**src/hw/rtl/adaptive_bitrate_selector_assert.svh**
```systemverilog
// Assertion macros for the adaptive bitrate selector
`ifndef ADAPTIVE_BITRATE_SELECTOR_ASSERT_SVH
`define ADAPTIVE_BITRATE_SELECTOR_ASSERT_SVH

// same-cycle implication
`define ABRS_ASSERT_IMP(label, clk, rst_n, ante, cons, msg) \
    label: assert property (@(posedge clk) disable iff (!rst_n) (ante) |-> (cons)) \
        else $error(msg);

// next-cycle implication
`define ABRS_ASSERT_NEXT(label, clk, rst_n, ante, cons, msg) \
    label: assert property (@(posedge clk) disable iff (!rst_n) (ante) |=> (cons)) \
        else $error(msg);

`endif

```
**src/hw/rtl/abrs_pkg.sv**
```systemverilog
// Shared types and constants for the adaptive bitrate selector
package abrs_pkg;

    localparam int ABRS_MAX_RATES = 16;

    localparam int RATE_W  = 20;
    localparam int TPUT_W  = 40;
    localparam int BYTES_W = 24;
    localparam int TIME_W  = 32;
    localparam int ALPHA_W = 17;
    localparam int COUNT_W = 5;

    localparam logic [1:0] CMD_ADD      = 2'd0;
    localparam logic [1:0] CMD_MANIFEST = 2'd1;
    localparam logic [1:0] CMD_MEASURE  = 2'd2;

    localparam logic [ALPHA_W-1:0] ALPHA_ONE   = 17'd65536;
    localparam logic [ALPHA_W-1:0] ALPHA_RESET = 17'd32768;
    localparam logic [TPUT_W-1:0]  TPUT_MAX    = 40'hFF_FFFF_FFFF;

    // floor(bytes / 125) == (bytes * KB_RECIP) >> KB_SHIFT for all 24-bit bytes
    localparam int                KB_SHIFT = 31;
    localparam int                KBITS_W  = 18;
    localparam int                RECIP_W  = 25;
    localparam logic [RECIP_W-1:0] KB_RECIP = 25'd17179870;
    localparam int                PROD1_W  = BYTES_W + RECIP_W;

    localparam int              USEC_W       = 20;
    localparam logic [USEC_W-1:0] USEC_PER_SEC = 20'd1000000;
    localparam int              NUM_W        = KBITS_W + USEC_W + 8;
    localparam int              DIV_CNT_W    = $clog2(NUM_W + 1);

    localparam int HALF_W = TPUT_W / 2;
    localparam int PROD_W = ALPHA_W + HALF_W;
    localparam int ACC_W  = ALPHA_W + TPUT_W;

    typedef struct packed {
        logic [1:0]         command;
        logic [RATE_W-1:0]  rate_kbps;
        logic [BYTES_W-1:0] byte_count;
        logic [TIME_W-1:0]  elapsed_us;
    } item_t;

    typedef struct packed {
        logic [RATE_W-1:0]  chosen_rate_kbps;
        logic [TPUT_W-1:0]  throughput_q8;
        logic [COUNT_W-1:0] entry_count;
        logic               table_full_error;
    } result_t;

    typedef struct packed {
        logic               start;
        logic [BYTES_W-1:0] byte_count;
        logic [TIME_W-1:0]  elapsed_us;
        logic [ALPHA_W-1:0] alpha;
        logic [TPUT_W-1:0]  tput;
    } meas_req_t;

    typedef struct packed {
        logic              done;
        logic [TPUT_W-1:0] tput;
    } meas_rsp_t;

endpackage

```
**src/hw/rtl/abrs_meas.sv**
```systemverilog
// Throughput sample and smoothing unit: reciprocal scale, serial divider, split EWMA
module abrs_meas import abrs_pkg::*;
(
    input  logic      clk,
    input  logic      rst_n,
    input  meas_req_t req,
    output meas_rsp_t rsp
);

    typedef enum logic [2:0] {
        M_IDLE,
        M_KBITS,
        M_DIV,
        M_SAT,
        M_EW
    } mstate_t;

    mstate_t              state_reg, state_next;
    logic [TIME_W-1:0]    elapsed_reg, elapsed_next;
    logic [ALPHA_W-1:0]   alpha_reg, alpha_next;
    logic [TPUT_W-1:0]    tput_reg, tput_next;
    logic [PROD1_W-1:0]   prod1_reg, prod1_next;
    logic [NUM_W-1:0]     quot_reg, quot_next;
    logic [TIME_W-1:0]    rem_reg, rem_next;
    logic [DIV_CNT_W-1:0] cnt_reg, cnt_next;
    logic [TPUT_W-1:0]    sample_reg, sample_next;
    logic [PROD_W-1:0]    prod_reg, prod_next;
    logic                 hi_reg, hi_next;
    logic [2:0]           step_reg, step_next;
    logic [ACC_W-1:0]     acc_reg, acc_next;
    logic                 done_reg, done_next;

    logic [KBITS_W-1:0]        kbits;
    logic [KBITS_W+USEC_W-1:0] kbits_us;
    logic [TIME_W:0]           shifted;
    logic [TIME_W:0]           diff;
    logic                      fits;
    logic [ALPHA_W-1:0]        one_minus_a;
    logic [ALPHA_W-1:0]        mul_a;
    logic [HALF_W-1:0]         mul_b;
    logic [ACC_W-1:0]          addend;

    always_comb
    begin
        kbits       = prod1_reg[PROD1_W-1:KB_SHIFT];
        kbits_us    = (KBITS_W+USEC_W)'(kbits) * (KBITS_W+USEC_W)'(USEC_PER_SEC);
        shifted     = {rem_reg, quot_reg[NUM_W-1]};
        diff        = shifted - {1'b0, elapsed_reg};
        fits        = shifted >= {1'b0, elapsed_reg};
        one_minus_a = ALPHA_ONE - alpha_reg;
        mul_a       = step_reg[1] ? one_minus_a : alpha_reg;
        case (step_reg[1:0])
            2'd0:    mul_b = sample_reg[HALF_W-1:0];
            2'd1:    mul_b = sample_reg[TPUT_W-1:HALF_W];
            2'd2:    mul_b = tput_reg[HALF_W-1:0];
            default: mul_b = tput_reg[TPUT_W-1:HALF_W];
        endcase
        addend = hi_reg ? ACC_W'({prod_reg, {HALF_W{1'b0}}}) : ACC_W'(prod_reg);

        state_next   = state_reg;
        elapsed_next = elapsed_reg;
        alpha_next   = alpha_reg;
        tput_next    = tput_reg;
        prod1_next   = prod1_reg;
        quot_next    = quot_reg;
        rem_next     = rem_reg;
        cnt_next     = cnt_reg;
        sample_next  = sample_reg;
        prod_next    = prod_reg;
        hi_next      = hi_reg;
        step_next    = step_reg;
        acc_next     = acc_reg;
        done_next    = 1'b0;

        case (state_reg)
            M_IDLE:
            begin
                if (req.start)
                begin
                    elapsed_next = req.elapsed_us;
                    alpha_next   = (req.alpha > ALPHA_ONE) ? ALPHA_ONE : req.alpha;
                    tput_next    = req.tput;
                    prod1_next   = PROD1_W'(req.byte_count) * PROD1_W'(KB_RECIP);
                    acc_next     = '0;
                    step_next    = '0;
                    if (req.elapsed_us == '0)
                    begin
                        sample_next = TPUT_MAX;
                        state_next  = M_EW;
                    end
                    else
                    begin
                        state_next = M_KBITS;
                    end
                end
            end
            M_KBITS:
            begin
                quot_next  = {kbits_us, 8'h00};
                rem_next   = '0;
                cnt_next   = DIV_CNT_W'(NUM_W);
                state_next = M_DIV;
            end
            M_DIV:
            begin
                rem_next  = fits ? diff[TIME_W-1:0] : shifted[TIME_W-1:0];
                quot_next = {quot_reg[NUM_W-2:0], fits};
                cnt_next  = cnt_reg - 1'b1;
                if (cnt_reg == DIV_CNT_W'(1))
                begin
                    state_next = M_SAT;
                end
            end
            M_SAT:
            begin
                sample_next = (|quot_reg[NUM_W-1:TPUT_W]) ? TPUT_MAX : quot_reg[TPUT_W-1:0];
                acc_next    = '0;
                step_next   = '0;
                state_next  = M_EW;
            end
            M_EW:
            begin
                if (step_reg != 3'd4)
                begin
                    prod_next = PROD_W'(mul_a) * PROD_W'(mul_b);
                    hi_next   = step_reg[0];
                end
                if (step_reg != 3'd0)
                begin
                    acc_next = acc_reg + addend;
                end
                step_next = step_reg + 1'b1;
                if (step_reg == 3'd4)
                begin
                    done_next  = 1'b1;
                    state_next = M_IDLE;
                end
            end
            default:
            begin
                state_next = M_IDLE;
            end
        endcase
    end

    always_ff @(posedge clk or negedge rst_n)
    begin
        if (!rst_n)
        begin
            state_reg <= M_IDLE;
            done_reg  <= 1'b0;
        end
        else
        begin
            state_reg <= state_next;
            done_reg  <= done_next;
        end
    end

    always_ff @(posedge clk)
    begin
        elapsed_reg <= elapsed_next;
        alpha_reg   <= alpha_next;
        tput_reg    <= tput_next;
        prod1_reg   <= prod1_next;
        quot_reg    <= quot_next;
        rem_reg     <= rem_next;
        cnt_reg     <= cnt_next;
        sample_reg  <= sample_next;
        prod_reg    <= prod_next;
        hi_reg      <= hi_next;
        step_reg    <= step_next;
        acc_reg     <= acc_next;
    end

    assign rsp.done = done_reg;
    assign rsp.tput = acc_reg[TPUT_W+15:16];

endmodule

```
**src/hw/rtl/adaptive_bitrate_selector.sv**
```systemverilog
// Adaptive bitrate selector top level: sorted rate table memory and command sequencer
// One item at a time. An add walks the table from the top, reading and comparing each
// entry in turn and moving larger rates up one place; every item then scans the table
// entry by entry to pick the rate. A measure command first runs in the throughput unit,
// whose 46-bit divider gives one bit per cycle, before that scan; a zero elapsed time skips
// the divider. Manifest and unknown commands go to the scan, a manifest on a filled table
// after its lowest rate is read. The next item is taken while the previous result still waits.
`include "adaptive_bitrate_selector_assert.svh"

module adaptive_bitrate_selector import abrs_pkg::*;
#(
    parameter int MAX_RATES = ABRS_MAX_RATES
)
(
    input  logic               clk,
    input  logic               rst_n,
    input  logic               cfg_write,
    input  logic [ALPHA_W-1:0] cfg_data,
    input  logic               item_valid,
    output logic               item_stall,
    input  item_t              item,
    output logic               result_valid,
    input  logic               result_stall,
    output result_t            result
);

    localparam int AW = (MAX_RATES > 1) ? $clog2(MAX_RATES) : 1;
    localparam int CW = $clog2(MAX_RATES + 1);

    typedef enum logic [2:0] {
        S_IDLE,
        S_INS_RD,
        S_INS_CMP,
        S_MAN_WAIT,
        S_MEAS,
        S_PICK,
        S_EMIT
    } state_t;

    state_t             state_reg, state_next;
    logic [ALPHA_W-1:0] alpha_reg;
    logic [RATE_W-1:0]  rate_reg, rate_next;
    logic               err_reg, err_next;
    logic [CW-1:0]      k_reg, k_next;
    logic [CW-1:0]      count_reg, count_next;
    logic [TPUT_W-1:0]  tput_reg, tput_next;
    logic [CW-1:0]      ci_reg, ci_next;
    logic               dv_reg, dv_next;
    logic               first_reg, first_next;
    logic [RATE_W-1:0]  chosen_reg, chosen_next;
    result_t            result_reg, result_next;
    logic               result_valid_reg, result_valid_next;

    logic [RATE_W-1:0] rate_mem [MAX_RATES];
    logic [RATE_W-1:0] rd_data_reg;
    logic [AW-1:0]     rd_addr;
    logic              mem_we;
    logic [AW-1:0]     mem_wa;
    logic [RATE_W-1:0] mem_wd;

    logic [CW-1:0]     k_dec;
    logic [TPUT_W-1:0] thresh;
    logic              pass;
    logic [CW+4:0]     count_ext;
    meas_req_t         meas_req;
    meas_rsp_t         meas_rsp;

    abrs_meas u_meas
    (
        .clk   (clk),
        .rst_n (rst_n),
        .req   (meas_req),
        .rsp   (meas_rsp)
    );

    assign item_stall   = (state_reg != S_IDLE);
    assign result_valid = result_valid_reg;
    assign result       = result_reg;

    always_comb
    begin
        k_dec     = k_reg - 1'b1;
        thresh    = TPUT_W'({rd_data_reg, 8'h00}) + TPUT_W'({rd_data_reg, 7'h00});
        pass      = thresh <= tput_reg;
        count_ext = (CW+5)'(count_reg);

        meas_req.start      = (state_reg == S_IDLE) && item_valid &&
                              (item.command == CMD_MEASURE);
        meas_req.byte_count = item.byte_count;
        meas_req.elapsed_us = item.elapsed_us;
        meas_req.alpha      = alpha_reg;
        meas_req.tput       = tput_reg;

        state_next        = state_reg;
        rate_next         = rate_reg;
        err_next          = err_reg;
        k_next            = k_reg;
        count_next        = count_reg;
        tput_next         = tput_reg;
        ci_next           = ci_reg;
        dv_next           = dv_reg;
        first_next        = first_reg;
        chosen_next       = chosen_reg;
        result_next       = result_reg;
        result_valid_next = result_valid_reg && result_stall;

        rd_addr = '0;
        mem_we  = 1'b0;
        mem_wa  = k_reg[AW-1:0];
        mem_wd  = rate_reg;

        case (state_reg)
            S_IDLE:
            begin
                if (item_valid)
                begin
                    rate_next   = item.rate_kbps;
                    err_next    = 1'b0;
                    ci_next     = '0;
                    dv_next     = 1'b0;
                    first_next  = 1'b1;
                    chosen_next = '0;
                    state_next  = S_PICK;
                    case (item.command)
                        CMD_ADD:
                        begin
                            if (count_reg == CW'(MAX_RATES))
                            begin
                                err_next = 1'b1;
                            end
                            else
                            begin
                                k_next     = count_reg;
                                state_next = S_INS_RD;
                            end
                        end
                        CMD_MANIFEST:
                        begin
                            if (count_reg == '0)
                            begin
                                tput_next = '0;
                            end
                            else
                            begin
                                state_next = S_MAN_WAIT;
                            end
                        end
                        CMD_MEASURE:
                        begin
                            state_next = S_MEAS;
                        end
                        default:
                        begin
                            state_next = S_PICK;
                        end
                    endcase
                end
            end
            S_INS_RD:
            begin
                if (k_reg == '0)
                begin
                    mem_we     = 1'b1;
                    count_next = count_reg + 1'b1;
                    state_next = S_PICK;
                end
                else
                begin
                    rd_addr    = k_dec[AW-1:0];
                    state_next = S_INS_CMP;
                end
            end
            S_INS_CMP:
            begin
                mem_we = 1'b1;
                if (rd_data_reg > rate_reg)
                begin
                    mem_wd     = rd_data_reg;
                    k_next     = k_dec;
                    state_next = S_INS_RD;
                end
                else
                begin
                    count_next = count_reg + 1'b1;
                    state_next = S_PICK;
                end
            end
            S_MAN_WAIT:
            begin
                tput_next  = TPUT_W'({rd_data_reg, 8'h00});
                state_next = S_PICK;
            end
            S_MEAS:
            begin
                if (meas_rsp.done)
                begin
                    tput_next  = meas_rsp.tput;
                    state_next = S_PICK;
                end
            end
            S_PICK:
            begin
                if (dv_reg)
                begin
                    first_next = 1'b0;
                    if (first_reg || pass)
                    begin
                        chosen_next = rd_data_reg;
                    end
                end
                if (ci_reg != count_reg)
                begin
                    rd_addr = ci_reg[AW-1:0];
                    ci_next = ci_reg + 1'b1;
                    dv_next = 1'b1;
                end
                else
                begin
                    dv_next = 1'b0;
                    if (!dv_reg)
                    begin
                        state_next = S_EMIT;
                    end
                end
            end
            S_EMIT:
            begin
                if (!result_valid_reg || !result_stall)
                begin
                    result_next.chosen_rate_kbps = chosen_reg;
                    result_next.throughput_q8    = tput_reg;
                    result_next.entry_count      = count_ext[COUNT_W-1:0];
                    result_next.table_full_error = err_reg;
                    result_valid_next            = 1'b1;
                    state_next                   = S_IDLE;
                end
            end
            default:
            begin
                state_next = S_IDLE;
            end
        endcase
    end

    always_ff @(posedge clk or negedge rst_n)
    begin
        if (!rst_n)
        begin
            state_reg        <= S_IDLE;
            alpha_reg        <= ALPHA_RESET;
            count_reg        <= '0;
            tput_reg         <= '0;
            result_valid_reg <= 1'b0;
            dv_reg           <= 1'b0;
            first_reg        <= 1'b0;
        end
        else
        begin
            state_reg        <= state_next;
            if (cfg_write)
            begin
                alpha_reg <= cfg_data;
            end
            count_reg        <= count_next;
            tput_reg         <= tput_next;
            result_valid_reg <= result_valid_next;
            dv_reg           <= dv_next;
            first_reg        <= first_next;
        end
    end

    always_ff @(posedge clk)
    begin
        rate_reg   <= rate_next;
        err_reg    <= err_next;
        k_reg      <= k_next;
        ci_reg     <= ci_next;
        chosen_reg <= chosen_next;
        result_reg <= result_next;
    end

    always_ff @(posedge clk)
    begin
        if (mem_we)
        begin
            rate_mem[mem_wa] <= mem_wd;
        end
        rd_data_reg <= rate_mem[rd_addr];
    end

    `ABRS_ASSERT_IMP(a_count_bound, clk, rst_n, 1'b1, count_reg <= CW'(MAX_RATES), "count over capacity")
    `ABRS_ASSERT_IMP(a_full_err, clk, rst_n, result_valid_reg && result_reg.table_full_error, count_reg == CW'(MAX_RATES), "full error with room left")
    `ABRS_ASSERT_IMP(a_write_ins, clk, rst_n, mem_we, state_reg == S_INS_RD || state_reg == S_INS_CMP, "table write outside insert")
    `ABRS_ASSERT_IMP(a_meas_done, clk, rst_n, meas_rsp.done, state_reg == S_MEAS, "stray measure completion")
    `ABRS_ASSERT_NEXT(a_ins_count, clk, rst_n, state_reg == S_INS_CMP && !(rd_data_reg > rate_reg), count_reg == $past(count_reg) + 1'b1, "insert did not grow table")

endmodule

```
**config.mk**
```make
export PLATFORM = sky130hd
export DESIGN_NAME = adaptive_bitrate_selector
export DESIGN_NICKNAME = d
export VERILOG_FILES = /design/src/hw/rtl/abrs_pkg.sv /design/src/hw/rtl/abrs_meas.sv /design/src/hw/rtl/adaptive_bitrate_selector.sv
export VERILOG_INCLUDE_DIRS = /design/src /design/src/hw/rtl
export SDC_FILE = /design/constraint.sdc
export NUM_CORES = 2
export LEC_CHECK = 0
export BUFFER_PORTS_ARGS = -buffer_cell sky130_fd_sc_hd__buf_2
export CAP_MARGIN = 20
export CORE_MARGIN = 4
export CORE_UTILIZATION = 65
export CTS_CLUSTER_DIAMETER = 60
export CTS_CLUSTER_SIZE = 40
export DETAILED_ROUTE_END_ITERATION = 8
export GPL_TIMING_DRIVEN = 0
export PLACE_DENSITY = 0.83
export SLEW_MARGIN = 10
export SYNTH_ARGS = -nofsm -noshare
export SYNTH_HDL_FRONTEND = slang
export SYNTH_SLANG_ARGS = --single-unit
```
**constraint.sdc**
```tcl
create_clock -name clk -period 16.2 [get_ports clk]
set_input_delay 1.62 -clock clk [delete_from_list [all_inputs] [get_ports clk]]
set_output_delay 1.62 -clock clk [all_outputs]
set_load 0.05 [all_outputs]
```
==> run metrics <==
status=complete, no violations; Initial Util=65.6%; Largest register FFs=320; setup ws final=5780 ps; cell count after synthesis=5739; DRC=0; Synthesis Warnings=0; sequential share of the synthesized area=39.6%; # hold bufs at CTS=0; type of origin of the critical path=flip-flop; WP data arrival=10810 ps; Worst Skew=56.0 ps; IR drop worst, VDD=0.189 mV; Reg2Reg Setup Slack=5780 ps; Slew Limit Fails=0; input/output buffers=166; origin of the critical flop-to-flop path=u_meas.alpha_reg[0]$_SDFFCE_PN0P_; Largest stage delay, worst path=600 ps; crit path kind=flip-flop to flip-flop; clock sink total=857; final instance area=0.0693 sq mm; worst-case hold slack=421 ps; Reg-to-Reg End=u_meas.prod_reg[36]$_DFFE_PP_; Final Hold Violating Endpoints=0; chip height=321 microns; crit end category=flip-flop; share of cells above drive strength 1=9.14%; initial antenna violation count=9; Worst Reg-to-Reg Cells=29; vias in the first global route=46400; Top Ports=168; DR vias=45200; fin crit period=10420 ps; number of post-CTS setup repair buffers=0; CP top delay family=adder cells; Pwr Total=0.00604 W; Area growth, synth to finish=9.03%; Leak Pwr=30.6 nW; Rows=114; Post-DP Area=0.0667 sq mm; Tcrit/Tclk final=64.3%; Hold Crit Depth=0; global route overflow=0; compound-cell area share of the yosys netlist=10.1%; Yosys reg bits=857; final wirelength=167 mm; clock transition at the registers of the reported paths=90 ps; largest net degree at the start of global routing=57; worst skew pair latency=680 ps; clock buffer depth=3; initial DRC count=4645; final antenna-violating net count=0; Pre-antenna DRT Iters=6; drt wl/cell=22.7 microns; Post-synth EDFFs=765; CP Max Fanout=10; RD Place Congestion=0.992; TritonCTS clock tree=yes; Root Buffer=clkbuf_16; core area=0.0969 sq mm; Adder-Cell Fraction of Synth Area=28.7%; max cap viols=0; main combinational cell family by area after synthesis=adder cells; Crit path buffers/inverters=7; syn_nets=6991; RSZ-0062 raised after global routing=no; CTS buffer count=66; setup TNS=0 ps; Die Area=0.103 sq mm; Worst Hold Launch=chosen_reg[17]$_SDFFCE_PN0P_; crit path from=u_meas.alpha_reg[0]$_SDFFCE_PN0P_; Detailed Place HPWL=129 mm; Async S/R FF share, synth=8.40%; Hold EP=result[63]$_DFFE_PP_; Mapped Area=0.0635 sq mm; slowest CP cell=fa_1; CP most frequent cell=fa_1; Worst Path Required=16600 ps; fmax=96.0 MHz; Resize count post-CTS=0; prevailing post-synth register cell=edfxtp_1; multiplexer area fraction after synthesis=1.80%; Die Wd=321 microns; H-tree levels=3; Distinct cells, synth=101; max_slew headroom=20.9%; simple-gate share of the synthesized area=10.9%; Nets=7278; xor/xnor share of the synthesized area=2.86%; Via density=6.14; actual slew at the worst max-slew pin=1180 ps; Synth Area per Inst=11.1 sq um; hold crit path type=flip-flop to flip-flop; Final Setup Violations=0; All-Layer GR Usage=32.9%; pwr dens=87.2 mW/mm^2; first-pass GRT wire length=261 mm; Place WS=5940 ps
## layer usage
layer	wire length [microns]	track usage [%]	vias to the layer above
li1	-	-	20300
met5	29	0	-
met4	9080	15.3	6
met3	15000	5.84	450
met1	63800	43.1	22200
met2	78900	54.2	2254
## stage by stage
step,utilization [%],cells
floorplan,-,5739
global placement,68.1,7181
detailed placement,68.9,7228
CTS,71.4,7350
global route,71.5,7356
finish,71.5,7357
## Yosys cell counts (all sizes together) (38+ instances only)
cell,number,area share [%]
inv,786,4.6
edfxtp,765,36
ha,640,13
nand2,581,3.4
fa,512,16
nor2,322,1.9
a21oi,255,2.0
and2,173,1.7
clkbuf,160,0.95
o21ai,135,1.1
a21o,132,1.6
xnor2,126,1.8
a211oi,119,1.4
xor2,79,1.1
dfrtp,71,2.8
nand3,69,0.54
nor2b,66,0.65
mux2,64,1.1
a31oi,62,0.62
nor3,51,0.40
or2,48,0.47
a311oi,44,0.62
mux2i,42,0.66
nand2b,40,0.39
buf,39,0.37
nand4,38,0.37
## worst max path at each step
stage	end	slack, ps	cells past startpoint
2_1_floorplan	u_meas.prod_reg[36]$_DFFE_PP_	8090	27
3_3_place_gp	result[35]$_DFFE_PP_	5620	3
3_5_place_dp	u_meas.prod_reg[36]$_DFFE_PP_	5940	29
4_1_cts	u_meas.prod_reg[36]$_DFFE_PP_	5870	29
5_1_grt	u_meas.prod_reg[36]$_DFFE_PP_	5470	29
6_report	u_meas.prod_reg[36]$_DFFE_PP_	5780	29
## cell families (layout without fill, tap and decap cells)
family,count (synthesis),after routing
AND/OR/NAND/NOR,1484,1484
adder cells (fa/ha/maj),1152,1152
buffers and inverters,987,1328
AO/OA/AOI/OAI,948,948
flip-flops,857,857
XOR/XNOR,205,205
multiplexers,106,106
other,0,1
## cell type report
type	instances	area, sq um
diodes	1	2.50
plain buffers	199	837
clock buffers	73	1750
clock inverters	49	719
fillers	6642	27600
inverters	788	2960
multi-input cells	3895	34700
flip-flops and latches	857	25200
well taps	1276	1600
repair buffers	219	1550
## report_power, final
group	internal (W)	total, W	switching [W]
sequential	0.00241	0.00241	0.00000466
clock	0.000872	0.00183	0.000955
combinational	0.000803	0.00180	0.000996
total	0.00408	0.00604	0.00196
## layout by cell type (no fill, tap or decap), types with 124 or more instances in the layout
cell type,count
and2_1,170
inv_1,786
edfxtp_1,765
ha_1,640
nand2_1,580
a21oi_1,251
xnor2_1,124
nor2_1,309
clkbuf_1,161
fa_1,512
a21o_1,132
buf_2,187
No activity file was read; power rests on OpenSTA's default activity.
